$ cat config.mk
export PLATFORM = sky130hd
export DESIGN_NAME = scale_pitch_quantizer_top
export DESIGN_NICKNAME = d
export VERILOG_FILES = /design/src/hdl/spq_pkg.sv /design/src/hdl/scale_pitch_quantizer_top.sv /design/src/hdl/spq_step.sv /design/src/hdl/spq_div.sv
export SDC_FILE = /design/constraint.sdc
export NUM_CORES = 1
export LEC_CHECK = 0
export BUFFER_PORTS_ARGS = -buffer_cell sky130_fd_sc_hd__buf_2
export CAP_MARGIN = 10
export CORE_MARGIN = 2
export CORE_UTILIZATION = 55
export CTS_CLUSTER_DIAMETER = 60
export DETAILED_ROUTE_END_ITERATION = 10
export PLACE_DENSITY = 0.77
export SLEW_MARGIN = 0
export SYNTH_ARGS = -nofsm -noshare
export SYNTH_HDL_FRONTEND = slang
export SYNTH_SLANG_ARGS = --single-unit
$ cat constraint.sdc
create_clock -name clock -period 7.4 [get_ports clock]
set_input_delay 0 -clock clock [delete_from_list [all_inputs] [get_ports clock]]
set_output_delay 0 -clock clock [all_outputs]
set_load 0.05 [all_outputs]
$ cat src/hdl/spq_pkg.sv
// Shared types and constants of the scale pitch quantizer.
`timescale 1ns / 1ps

package spq_pkg;

   localparam int MaxNotes   = 16;
   localparam int DigitW     = 4;
   localparam int CountW     = 5;
   localparam int TotalW     = 8;
   localparam int SlotW      = 9;
   localparam int SumW       = 10;
   localparam int FracW      = 16;
   localparam int OctW       = 4;
   localparam int VoltW      = 20;
   localparam int QuotW      = 17;
   localparam int NumerW     = 25;
   localparam int CsrIndexW  = 2;

   localparam logic [DigitW-1:0] DigitMax     = 4'd9;
   localparam logic [CountW-1:0] CountMax     = 5'd16;
   localparam logic signed [VoltW-1:0] VoltLimit = 20'sd327680;

   localparam logic [63:0]       ScaleReset   = 64'd2527003170;
   localparam logic [CountW-1:0] NotesReset   = 5'd7;

   localparam logic [CsrIndexW-1:0] CsrScale = 2'd0;
   localparam logic [CsrIndexW-1:0] CsrNotes = 2'd1;

   // Result of one digit step of the walk.
   typedef struct packed {
      logic              bad;
      logic              hit_lo;
      logic              hit_hi;
      logic [SumW-1:0]   base_next;
      logic [TotalW-1:0] cum_next;
   } spq_step_type;

   // Divider handshake back to the sequencer.
   typedef struct packed {
      logic busy;
      logic done;
   } spq_div_status_type;

endpackage

$ cat src/hdl/scale_pitch_quantizer_top.sv
// Top level of the scale pitch quantizer: sequencer, registers and result word.
//
//   Channel   Direction  Ports                                   Word
//   req       in         req_valid, req_ready, req_voltage_in    one control voltage
//   rsp       out        rsp_valid, rsp_ready, rsp_voltage_out,  one quantized voltage
//                        rsp_status
//   csr       in         csr_valid, csr_ready, csr_index,        one register write
//                        csr_data
//
// A word goes from acceptance to result in steps: one pass over the interval digits
// to sum them, a multiply step, a second pass that stops at the chosen note, the
// bit-serial divider, a step to take the quotient and one to load the result register.
// An invalid scale skips the second pass and the divider.
// Reset is synchronous and restores the reset scale; no clearing pass is needed.
// The finished word sits in an output register, so a stalled rsp side holds only
// the final step; req_ready is low while a word is in work.
`timescale 1ns / 1ps

module scale_pitch_quantizer_top import spq_pkg::*; (
   input  logic                    clock,
   input  logic                    reset,
   input  logic                    req_valid,
   output logic                    req_ready,
   input  logic signed [VoltW-1:0] req_voltage_in,
   output logic                    rsp_valid,
   input  logic                    rsp_ready,
   output logic signed [VoltW-1:0] rsp_voltage_out,
   output logic                    rsp_status,
   input  logic                    csr_valid,
   output logic                    csr_ready,
   input  logic [CsrIndexW-1:0]    csr_index,
   input  logic [63:0]             csr_data
);

   // Sequencer states, one-hot.
   typedef enum logic [5:0] {
      ST_IDLE   = 6'b000001,
      ST_SUM    = 6'b000010,
      ST_MUL    = 6'b000100,
      ST_PICK   = 6'b001000,
      ST_DIV    = 6'b010000,
      ST_FINISH = 6'b100000
   } spq_state_type;

   spq_state_type        state_ff, state_in;
   logic [63:0]          scale_ff, scale_in;
   logic [CountW-1:0]    notes_ff, notes_in;
   logic [OctW-1:0]      oct_ff,   oct_in;
   logic [FracW-1:0]     frac_ff,  frac_in;
   logic [CountW-1:0]    count_ff, count_in;
   logic [CountW-1:0]    idx_ff,   idx_in;
   logic [TotalW-1:0]    cum_ff,   cum_in;
   logic [TotalW-1:0]    total_ff, total_in;
   logic [SlotW-1:0]     base_ff,  base_in;
   logic [SlotW-1:0]     slot_ff,  slot_in;
   logic                 bad_ff,   bad_in;
   logic [QuotW-1:0]     quot_ff,  quot_in;
   logic                 rsp_valid_ff, rsp_valid_in;
   logic [VoltW-1:0]     rsp_volt_ff,  rsp_volt_in;
   logic                 rsp_status_ff, rsp_status_in;

   logic signed [VoltW-1:0] v_clamp;
   logic [DigitW-1:0]    digit;
   logic                 last_digit;
   logic [NumerW-1:0]    product;
   logic [TotalW-1:0]    pick_sel;
   logic                 div_start;
   logic [NumerW-1:0]    div_numer;
   logic [QuotW-1:0]     div_quot;
   spq_step_type         step;
   spq_div_status_type   div_status;
   logic                 req_take;
   logic                 rsp_load;

   assign req_ready = (state_ff == ST_IDLE);
   assign csr_ready = 1'b1;
   assign req_take  = req_valid && req_ready;

   // Clamp to plus or minus five volts; the top nibble is then the floor octave.
   always_comb begin
      v_clamp = req_voltage_in;
      if (req_voltage_in > VoltLimit) begin
         v_clamp = VoltLimit;
      end else if (req_voltage_in < -VoltLimit) begin
         v_clamp = -VoltLimit;
      end
   end

   // The same digit walker serves the summing pass and the note search.
   assign digit      = scale_ff[{idx_ff[DigitW-1:0], 2'b00} +: DigitW];
   assign last_digit = ((idx_ff + 1'b1) == count_ff);

   spq_step u_step (
      .digit (digit),
      .slot  (slot_ff),
      .base  (base_ff),
      .cum   (cum_ff),
      .step  (step)
   );

   // Half-step slot: fraction times twice the total, upper bits kept.
   assign product = {{(NumerW-FracW){1'b0}}, frac_ff}
                  * {{(NumerW-TotalW-1){1'b0}}, cum_ff, 1'b0};

   assign div_numer = {pick_sel, {QuotW{1'b0}}} + {{(NumerW-TotalW){1'b0}}, total_ff};

   spq_div u_div (
      .clock    (clock),
      .reset    (reset),
      .start    (div_start),
      .numer    (div_numer),
      .denom    ({total_ff, 1'b0}),
      .status   (div_status),
      .quotient (div_quot)
   );

   always_comb begin
      state_in      = state_ff;
      scale_in      = scale_ff;
      notes_in      = notes_ff;
      oct_in        = oct_ff;
      frac_in       = frac_ff;
      count_in      = count_ff;
      idx_in        = idx_ff;
      cum_in        = cum_ff;
      total_in      = total_ff;
      base_in       = base_ff;
      slot_in       = slot_ff;
      bad_in        = bad_ff;
      quot_in       = quot_ff;
      pick_sel      = total_ff;
      div_start     = 1'b0;
      rsp_load      = 1'b0;
      rsp_valid_in  = rsp_valid_ff;
      rsp_volt_in   = rsp_volt_ff;
      rsp_status_in = rsp_status_ff;

      if (csr_valid) begin
         case (csr_index)
            CsrScale: scale_in = csr_data;
            CsrNotes: notes_in = csr_data[CountW-1:0];
            default:  ;
         endcase
      end

      case (state_ff)
         ST_IDLE: begin
            if (req_take) begin
               oct_in   = v_clamp[VoltW-1 -: OctW];
               frac_in  = v_clamp[FracW-1:0];
               count_in = (notes_ff > CountMax) ? CountMax : notes_ff;
               idx_in   = '0;
               cum_in   = '0;
               bad_in   = 1'b0;
               // With no digits in use the sum stays zero and the scale is invalid.
               state_in = (notes_ff == '0) ? ST_MUL : ST_SUM;
            end
         end
         ST_SUM: begin
            cum_in = step.cum_next;
            bad_in = bad_ff || step.bad;
            idx_in = idx_ff + 1'b1;
            if (last_digit) begin
               state_in = ST_MUL;
            end
         end
         ST_MUL: begin
            total_in = cum_ff;
            if (bad_ff || (cum_ff == '0)) begin
               bad_in   = 1'b1;
               quot_in  = '0;
               state_in = ST_FINISH;
            end else begin
               slot_in  = product[NumerW-1 -: SlotW];
               idx_in   = '0;
               cum_in   = '0;
               base_in  = '0;
               state_in = ST_PICK;
            end
         end
         ST_PICK: begin
            if (step.hit_lo) begin
               pick_sel  = cum_ff;
               div_start = 1'b1;
               state_in  = ST_DIV;
            end else if (step.hit_hi) begin
               pick_sel  = step.cum_next;
               div_start = 1'b1;
               state_in  = ST_DIV;
            end else if (last_digit) begin
               pick_sel  = total_ff;
               div_start = 1'b1;
               state_in  = ST_DIV;
            end else begin
               base_in = step.base_next[SlotW-1:0];
               cum_in  = step.cum_next;
               idx_in  = idx_ff + 1'b1;
            end
         end
         ST_DIV: begin
            if (div_status.done) begin
               quot_in  = div_quot;
               state_in = ST_FINISH;
            end
         end
         ST_FINISH: begin
            if (!rsp_valid_ff || rsp_ready) begin
               rsp_load = 1'b1;
               state_in = ST_IDLE;
            end
         end
         default: begin
            state_in = ST_IDLE;
         end
      endcase

      if (rsp_load) begin
         rsp_valid_in  = 1'b1;
         rsp_volt_in   = {oct_ff, {FracW{1'b0}}} + {{(VoltW-QuotW){1'b0}}, quot_ff};
         rsp_status_in = bad_ff;
      end else if (rsp_ready) begin
         rsp_valid_in = 1'b0;
      end
   end

   always_ff @(posedge clock) begin
      oct_ff        <= oct_in;
      frac_ff       <= frac_in;
      count_ff      <= count_in;
      idx_ff        <= idx_in;
      cum_ff        <= cum_in;
      total_ff      <= total_in;
      base_ff       <= base_in;
      slot_ff       <= slot_in;
      bad_ff        <= bad_in;
      quot_ff       <= quot_in;
      rsp_volt_ff   <= rsp_volt_in;
      rsp_status_ff <= rsp_status_in;
      if (reset) begin
         state_ff     <= ST_IDLE;
         scale_ff     <= ScaleReset;
         notes_ff     <= NotesReset;
         rsp_valid_ff <= 1'b0;
      end else begin
         state_ff     <= state_in;
         scale_ff     <= scale_in;
         notes_ff     <= notes_in;
         rsp_valid_ff <= rsp_valid_in;
      end
   end

   assign rsp_valid       = rsp_valid_ff;
   assign rsp_voltage_out = rsp_volt_ff;
   assign rsp_status      = rsp_status_ff;

   // The divider only finishes while the sequencer waits for it.
   a_div_done_in_div: assert property (@(posedge clock) disable iff (reset)
      div_status.done |-> (state_ff == ST_DIV))
      else $error("divider finished outside the divide state");

   // An invalid scale yields a whole octave with no note fraction.
   a_bad_whole_octave: assert property (@(posedge clock) disable iff (reset)
      (rsp_valid_ff && rsp_status_ff) |-> (rsp_volt_ff[FracW-1:0] == '0))
      else $error("invalid scale result carries a fraction");

   // Once a word is taken the block is busy on the next cycle.
   a_busy_after_take: assert property (@(posedge clock) disable iff (reset)
      req_take |=> !req_ready)
      else $error("ready stayed high after a word was accepted");

   // The note search never walks past the digits in use.
   a_pick_in_range: assert property (@(posedge clock) disable iff (reset)
      (state_ff == ST_PICK) |-> (idx_ff < count_ff))
      else $error("note search ran past the last digit");

   // The divider is started only from the note search.
   a_start_from_pick: assert property (@(posedge clock) disable iff (reset)
      div_start |-> ((state_ff == ST_PICK) && !div_status.busy))
      else $error("divider started outside the note search");

endmodule

$ cat src/hdl/spq_step.sv
// Digit step unit: checks one interval digit and advances the running sums.
`timescale 1ns / 1ps

module spq_step import spq_pkg::*; (
   input  logic [DigitW-1:0] digit,
   input  logic [SlotW-1:0]  slot,
   input  logic [SlotW-1:0]  base,
   input  logic [TotalW-1:0] cum,
   output spq_step_type      step
);

   logic [SumW-1:0] lo_edge;
   logic [SumW-1:0] hi_edge;

   always_comb begin
      lo_edge = {1'b0, base} + {{(SumW-DigitW){1'b0}}, digit};
      hi_edge = lo_edge + {{(SumW-DigitW){1'b0}}, digit};
      step.bad       = (digit > DigitMax);
      step.hit_lo    = ({1'b0, slot} < lo_edge);
      step.hit_hi    = ({1'b0, slot} < hi_edge);
      step.base_next = hi_edge;
      step.cum_next  = cum + {{(TotalW-DigitW){1'b0}}, digit};
   end

endmodule

$ cat src/hdl/spq_div.sv
// Restoring divider, one quotient bit per cycle.
`timescale 1ns / 1ps

module spq_div import spq_pkg::*; (
   input  logic                clock,
   input  logic                reset,
   input  logic                start,
   input  logic [NumerW-1:0]   numer,
   input  logic [SlotW-1:0]    denom,
   output spq_div_status_type  status,
   output logic [QuotW-1:0]    quotient
);

   localparam int CntW = $clog2(NumerW);
   localparam logic [CntW-1:0] LastStep = CntW'(NumerW - 1);

   logic [SlotW-1:0]   rem_ff,   rem_in;
   logic [NumerW-1:0]  shift_ff, shift_in;
   logic [SlotW-1:0]   denom_ff, denom_in;
   logic [CntW-1:0]    cnt_ff,   cnt_in;
   logic               busy_ff,  busy_in;
   logic               done_ff,  done_in;
   logic [SlotW:0]     trial;
   logic               fits;

   always_comb begin
      trial    = {rem_ff, shift_ff[NumerW-1]};
      fits     = (trial >= {1'b0, denom_ff});
      rem_in   = rem_ff;
      shift_in = shift_ff;
      denom_in = denom_ff;
      cnt_in   = cnt_ff;
      busy_in  = busy_ff;
      done_in  = 1'b0;
      if (start) begin
         rem_in   = '0;
         shift_in = numer;
         denom_in = denom;
         cnt_in   = '0;
         busy_in  = 1'b1;
      end else if (busy_ff) begin
         rem_in   = fits ? SlotW'(trial - {1'b0, denom_ff}) : trial[SlotW-1:0];
         shift_in = {shift_ff[NumerW-2:0], fits};
         cnt_in   = cnt_ff + 1'b1;
         if (cnt_ff == LastStep) begin
            busy_in = 1'b0;
            done_in = 1'b1;
         end
      end
   end

   always_ff @(posedge clock) begin
      rem_ff   <= rem_in;
      shift_ff <= shift_in;
      denom_ff <= denom_in;
      cnt_ff   <= cnt_in;
      if (reset) begin
         busy_ff <= 1'b0;
         done_ff <= 1'b0;
      end else begin
         busy_ff <= busy_in;
         done_ff <= done_in;
      end
   end

   assign status.busy = busy_ff;
   assign status.done = done_ff;
   assign quotient    = shift_ff[QuotW-1:0];

endmodule
==> out/summary.txt <==
largest net degree at the start of global routing -> 78
fmax -> 0.147 GHz
post-synthesis cell count -> 1,369
distinct cell type count after synthesis -> 60
first-pass detailed-route iteration total -> 7
Arr. time, crit path -> 7.02 ns
Tcrit/Tclk final -> 0.918
slowest stage delay, CP -> 0.56 ns
CP Capture Type -> register
ys flop type -> edfxtp_1
Synth top area share -> 0.288
most frequent cells in the layout -> nand2_1, edfxtp_1, inv_1
VDD IR max -> 372 uV
Vias/cell -> 5.61
total routed wirelength -> 33,000 um
final net count -> 1,812
Seq/Total Area, Yosys -> 0.418
synth warn -> 0
mapped cell area -> 0.0142 mm2
RSZ-0062 raised after global routing -> no
Worst Path Max Fanout -> 26
PwrDens -> 477 mW/mm2
crit path capture -> u_div.shift_ff[0]
Fin. Hold Viols -> 0
max-cap viol count -> 0
Reg2Reg Launch Point -> idx_ff[0]
pre-CTS setup slack -> 0.689 ns
first-pass GRT wire length -> 54,500 um
H-Tree Depth -> 1
Residual DRC -> 0
Final Worst Setup Slack -> 0.609 ns
Synth area leader -> edfxtp_1
WP data required -> 7.63 ns
worst hold path stage count -> 3
number of synthesized flops with an enable pin -> 136
Reg2Reg Setup Slack -> 0.61 ns
TritonCTS clock tree -> done
global placement routability congestion -> 0.879
post-route cell area -> 0.0167 mm2
class of the worst hold path -> in2reg
Setup Viol. Count Final -> 0
startpoint type of the worst setup path -> register
Synth area leaders -> edfxtp_1, dfxtp_1, fa_1
Max Slew Vio Count -> 0
share of post-route cells with drive strength above 1 -> 0.128
Total GRT Usage -> 0.253
Routed Antenna Nets -> 0
minimum clock period -> 6.79 ns
vias post-DR -> 10,700
# clock sinks -> 228
Slew @ Worst Pin -> 1.03 ns
syn nets -> 1,630
CP startpoint -> idx_ff[0]
ys async rst share -> 0
RR Endpoint -> u_div.shift_ff[0]
TNS Setup -> 0 ns
die area -> 0.0271 mm2
initial antenna violation count -> 0
syn avg cell area -> 10.4 um2
Yosys reg bits -> 228
boundary pin count -> 115
LEAKAGE -> 0.00700 uW
Critical Setup Path Class -> reg2reg
cell mode on critical path -> buf_4
CTS root buffer -> clkbuf_16
setup repair bufs after CTS -> 0
hold slack -> 0.0808 ns
Clk Latency, worst-skew pair -> 0.55 ns
core area -> 0.0253 mm2
most common cell after layout, fill and taps aside -> nand2_1
Relative slew margins -> 0.310
dpl cell area -> 0.0150 mm2
Worst Skew -> 0.0255 ns
critical path's slowest cell -> mux4_2
gr ovfl total -> 0
Starting Density -> 0.561
status -> completed
Reg clk slew, reported paths -> 0.06 ns
DR WL/cell -> 17.3 um
Row Count -> 58
Port Buffers -> 113
Die Y -> 165 um
Final HPWL DP -> 21,800 um
Initial DRC Count -> 929
CTS Buffer Depth -> 3
R2R depth -> 22
die width -> 165 um
CTS buffer count -> 26
worst-path cell chain -> buf_4 -> mux4_2 -> mux4_2 -> ha_1 -> fa_1 -> inv_1 -> fa_1 -> o21ai_0 -> nand2_1 -> nor4_1 -> xor2_1 -> ha_1 -> and3_1 -> a221oi_1 -> o21ai_0 -> nor4_2 -> nor3_2 -> buf_4 -> a21o_1 -> buf_4 -> nand2b_1 -> buf_4
vias in the first global route -> 11,000
Area growth, synth to finish -> 17.9%
-- sequential cells by signal, indices dropped and copies added, names as in the netlist, 5 cells and up --
register / count
u_div.denom_ff: 8
scale_ff: 64
base_ff: 9
u_div.shift_ff: 25
state_ff: 6
slot_ff: 9
frac_ff: 16
notes_ff: 5
idx_ff: 5
u_div.cnt_ff: 5
u_div.rem_ff: 9
cum_ff: 8
count_ff: 5
total_ff: 8
quot_ff: 17
rsp_voltage_out: 20
-- area by class of cell --
| type | count | area (um2) |
|---|---|---|
| Clock buffer | 32 | 683 |
| Inverter | 120 | 450 |
| Multi-Input combinational cell | 962 | 7560 |
| Sequential cell | 228 | 5930 |
| Clock inverter | 16 | 136 |
| Timing Repair Buffer | 213 | 1540 |
| Antenna cell | 1 | 2.50 |
| Fill cell | 1907 | 8540 |
| Tap cell | 330 | 413 |
-- routing by layer --
layer / routed length (um) / track usage / vias to the layer above
met2: 16700 / 0.447 / 436
met3: 1920 / 0.0364 / 86
met5: 0 / 0 / -
met4: 852 / 0.0700 / 0
met1: 13500 / 0.325 / 5134
li1: - / - / 5014
-- cell usage after synthesis (13+ instances only) --
cell type and number:
a21o_1 13, a21oi_1 97, and2_1 114, clkbuf_1 49, dfxtp_1 92, edfxtp_1 136
fa_1 87, ha_1 83, inv_1 120, mux4_2 20, nand2_1 223, nand2b_1 13
nand3_1 13, nand3b_1 20, nand4_1 15, nor2_1 59, nor2b_1 21, nor3_1 13
nor4_1 14, o21ai_0 18, xnor2_1 25, xor2_1 22
-- critical path, delay by kind of cell (launching register included) --
kind / cells / cell delay (ns)
DFF: 1 / 0.32
adders and majority gates: 4 / 1.49
muxes: 2 / 1.10
xor gates and xnor gates: 1 / 0.25
and+or+nand+nor: 6 / 1.21
buffers and inverters: 5 / 1.16
AOI/OAI and AO/OA: 4 / 0.91
-- kinds of logic (layout without fill, tap and decap cells) --
group | Yosys count | count (layout) | share of synthesized area
adder cells (fa/ha/maj) | 170 | 170 | 0.196
other | 1 | 2 | 0.000265
AO/OA/AOI/OAI | 182 | 182 | 0.0793
AND/OR/NAND/NOR | 528 | 528 | 0.186
buffers and inverters | 179 | 381 | 0.0490
XOR/XNOR | 47 | 47 | 0.0290
flip-flops | 228 | 228 | 0.418
multiplexers | 34 | 34 | 0.0424
-- power by group --
| group | total [uW] | internal, uW | switching [uW] |
|---|---|---|---|
| registers | 1840 | 1570 | 277 |
| logic | 4900 | 2140 | 2770 |
| clock network | 1230 | 699 | 534 |
| total | 7980 | 4400 | 3580 |
-- metrics by stage --
stage               power (uW)  cells   util
global placement          6430   1765  0.594
floorplan                 5530   1369      -
detailed placement        6650   1765  0.594
CTS                       7950   1901  0.662
finish                    7980   1902  0.662
global route              8820   1901  0.662
-- worst min-delay path by stage --
stage,startpoint,to,slack [ns]
6_report,csr_valid,notes_ff[1],0.08
5_1_grt,csr_valid,notes_ff[0],0.1
4_1_cts,csr_valid,notes_ff[1],0.01
3_5_place_dp,csr_data[17],scale_ff[17],0.21
3_3_place_gp,csr_data[25],scale_ff[25],0.21
2_1_floorplan,csr_data[1],scale_ff[1],0.12
-- repair_timing --
item / CTS / global route
endpoints found under the hold margin: 97 / 0
gates resized for setup: 0 / 0
hold buffers: 88 / 0
No activity file was read; power rests on OpenSTA's default activity.
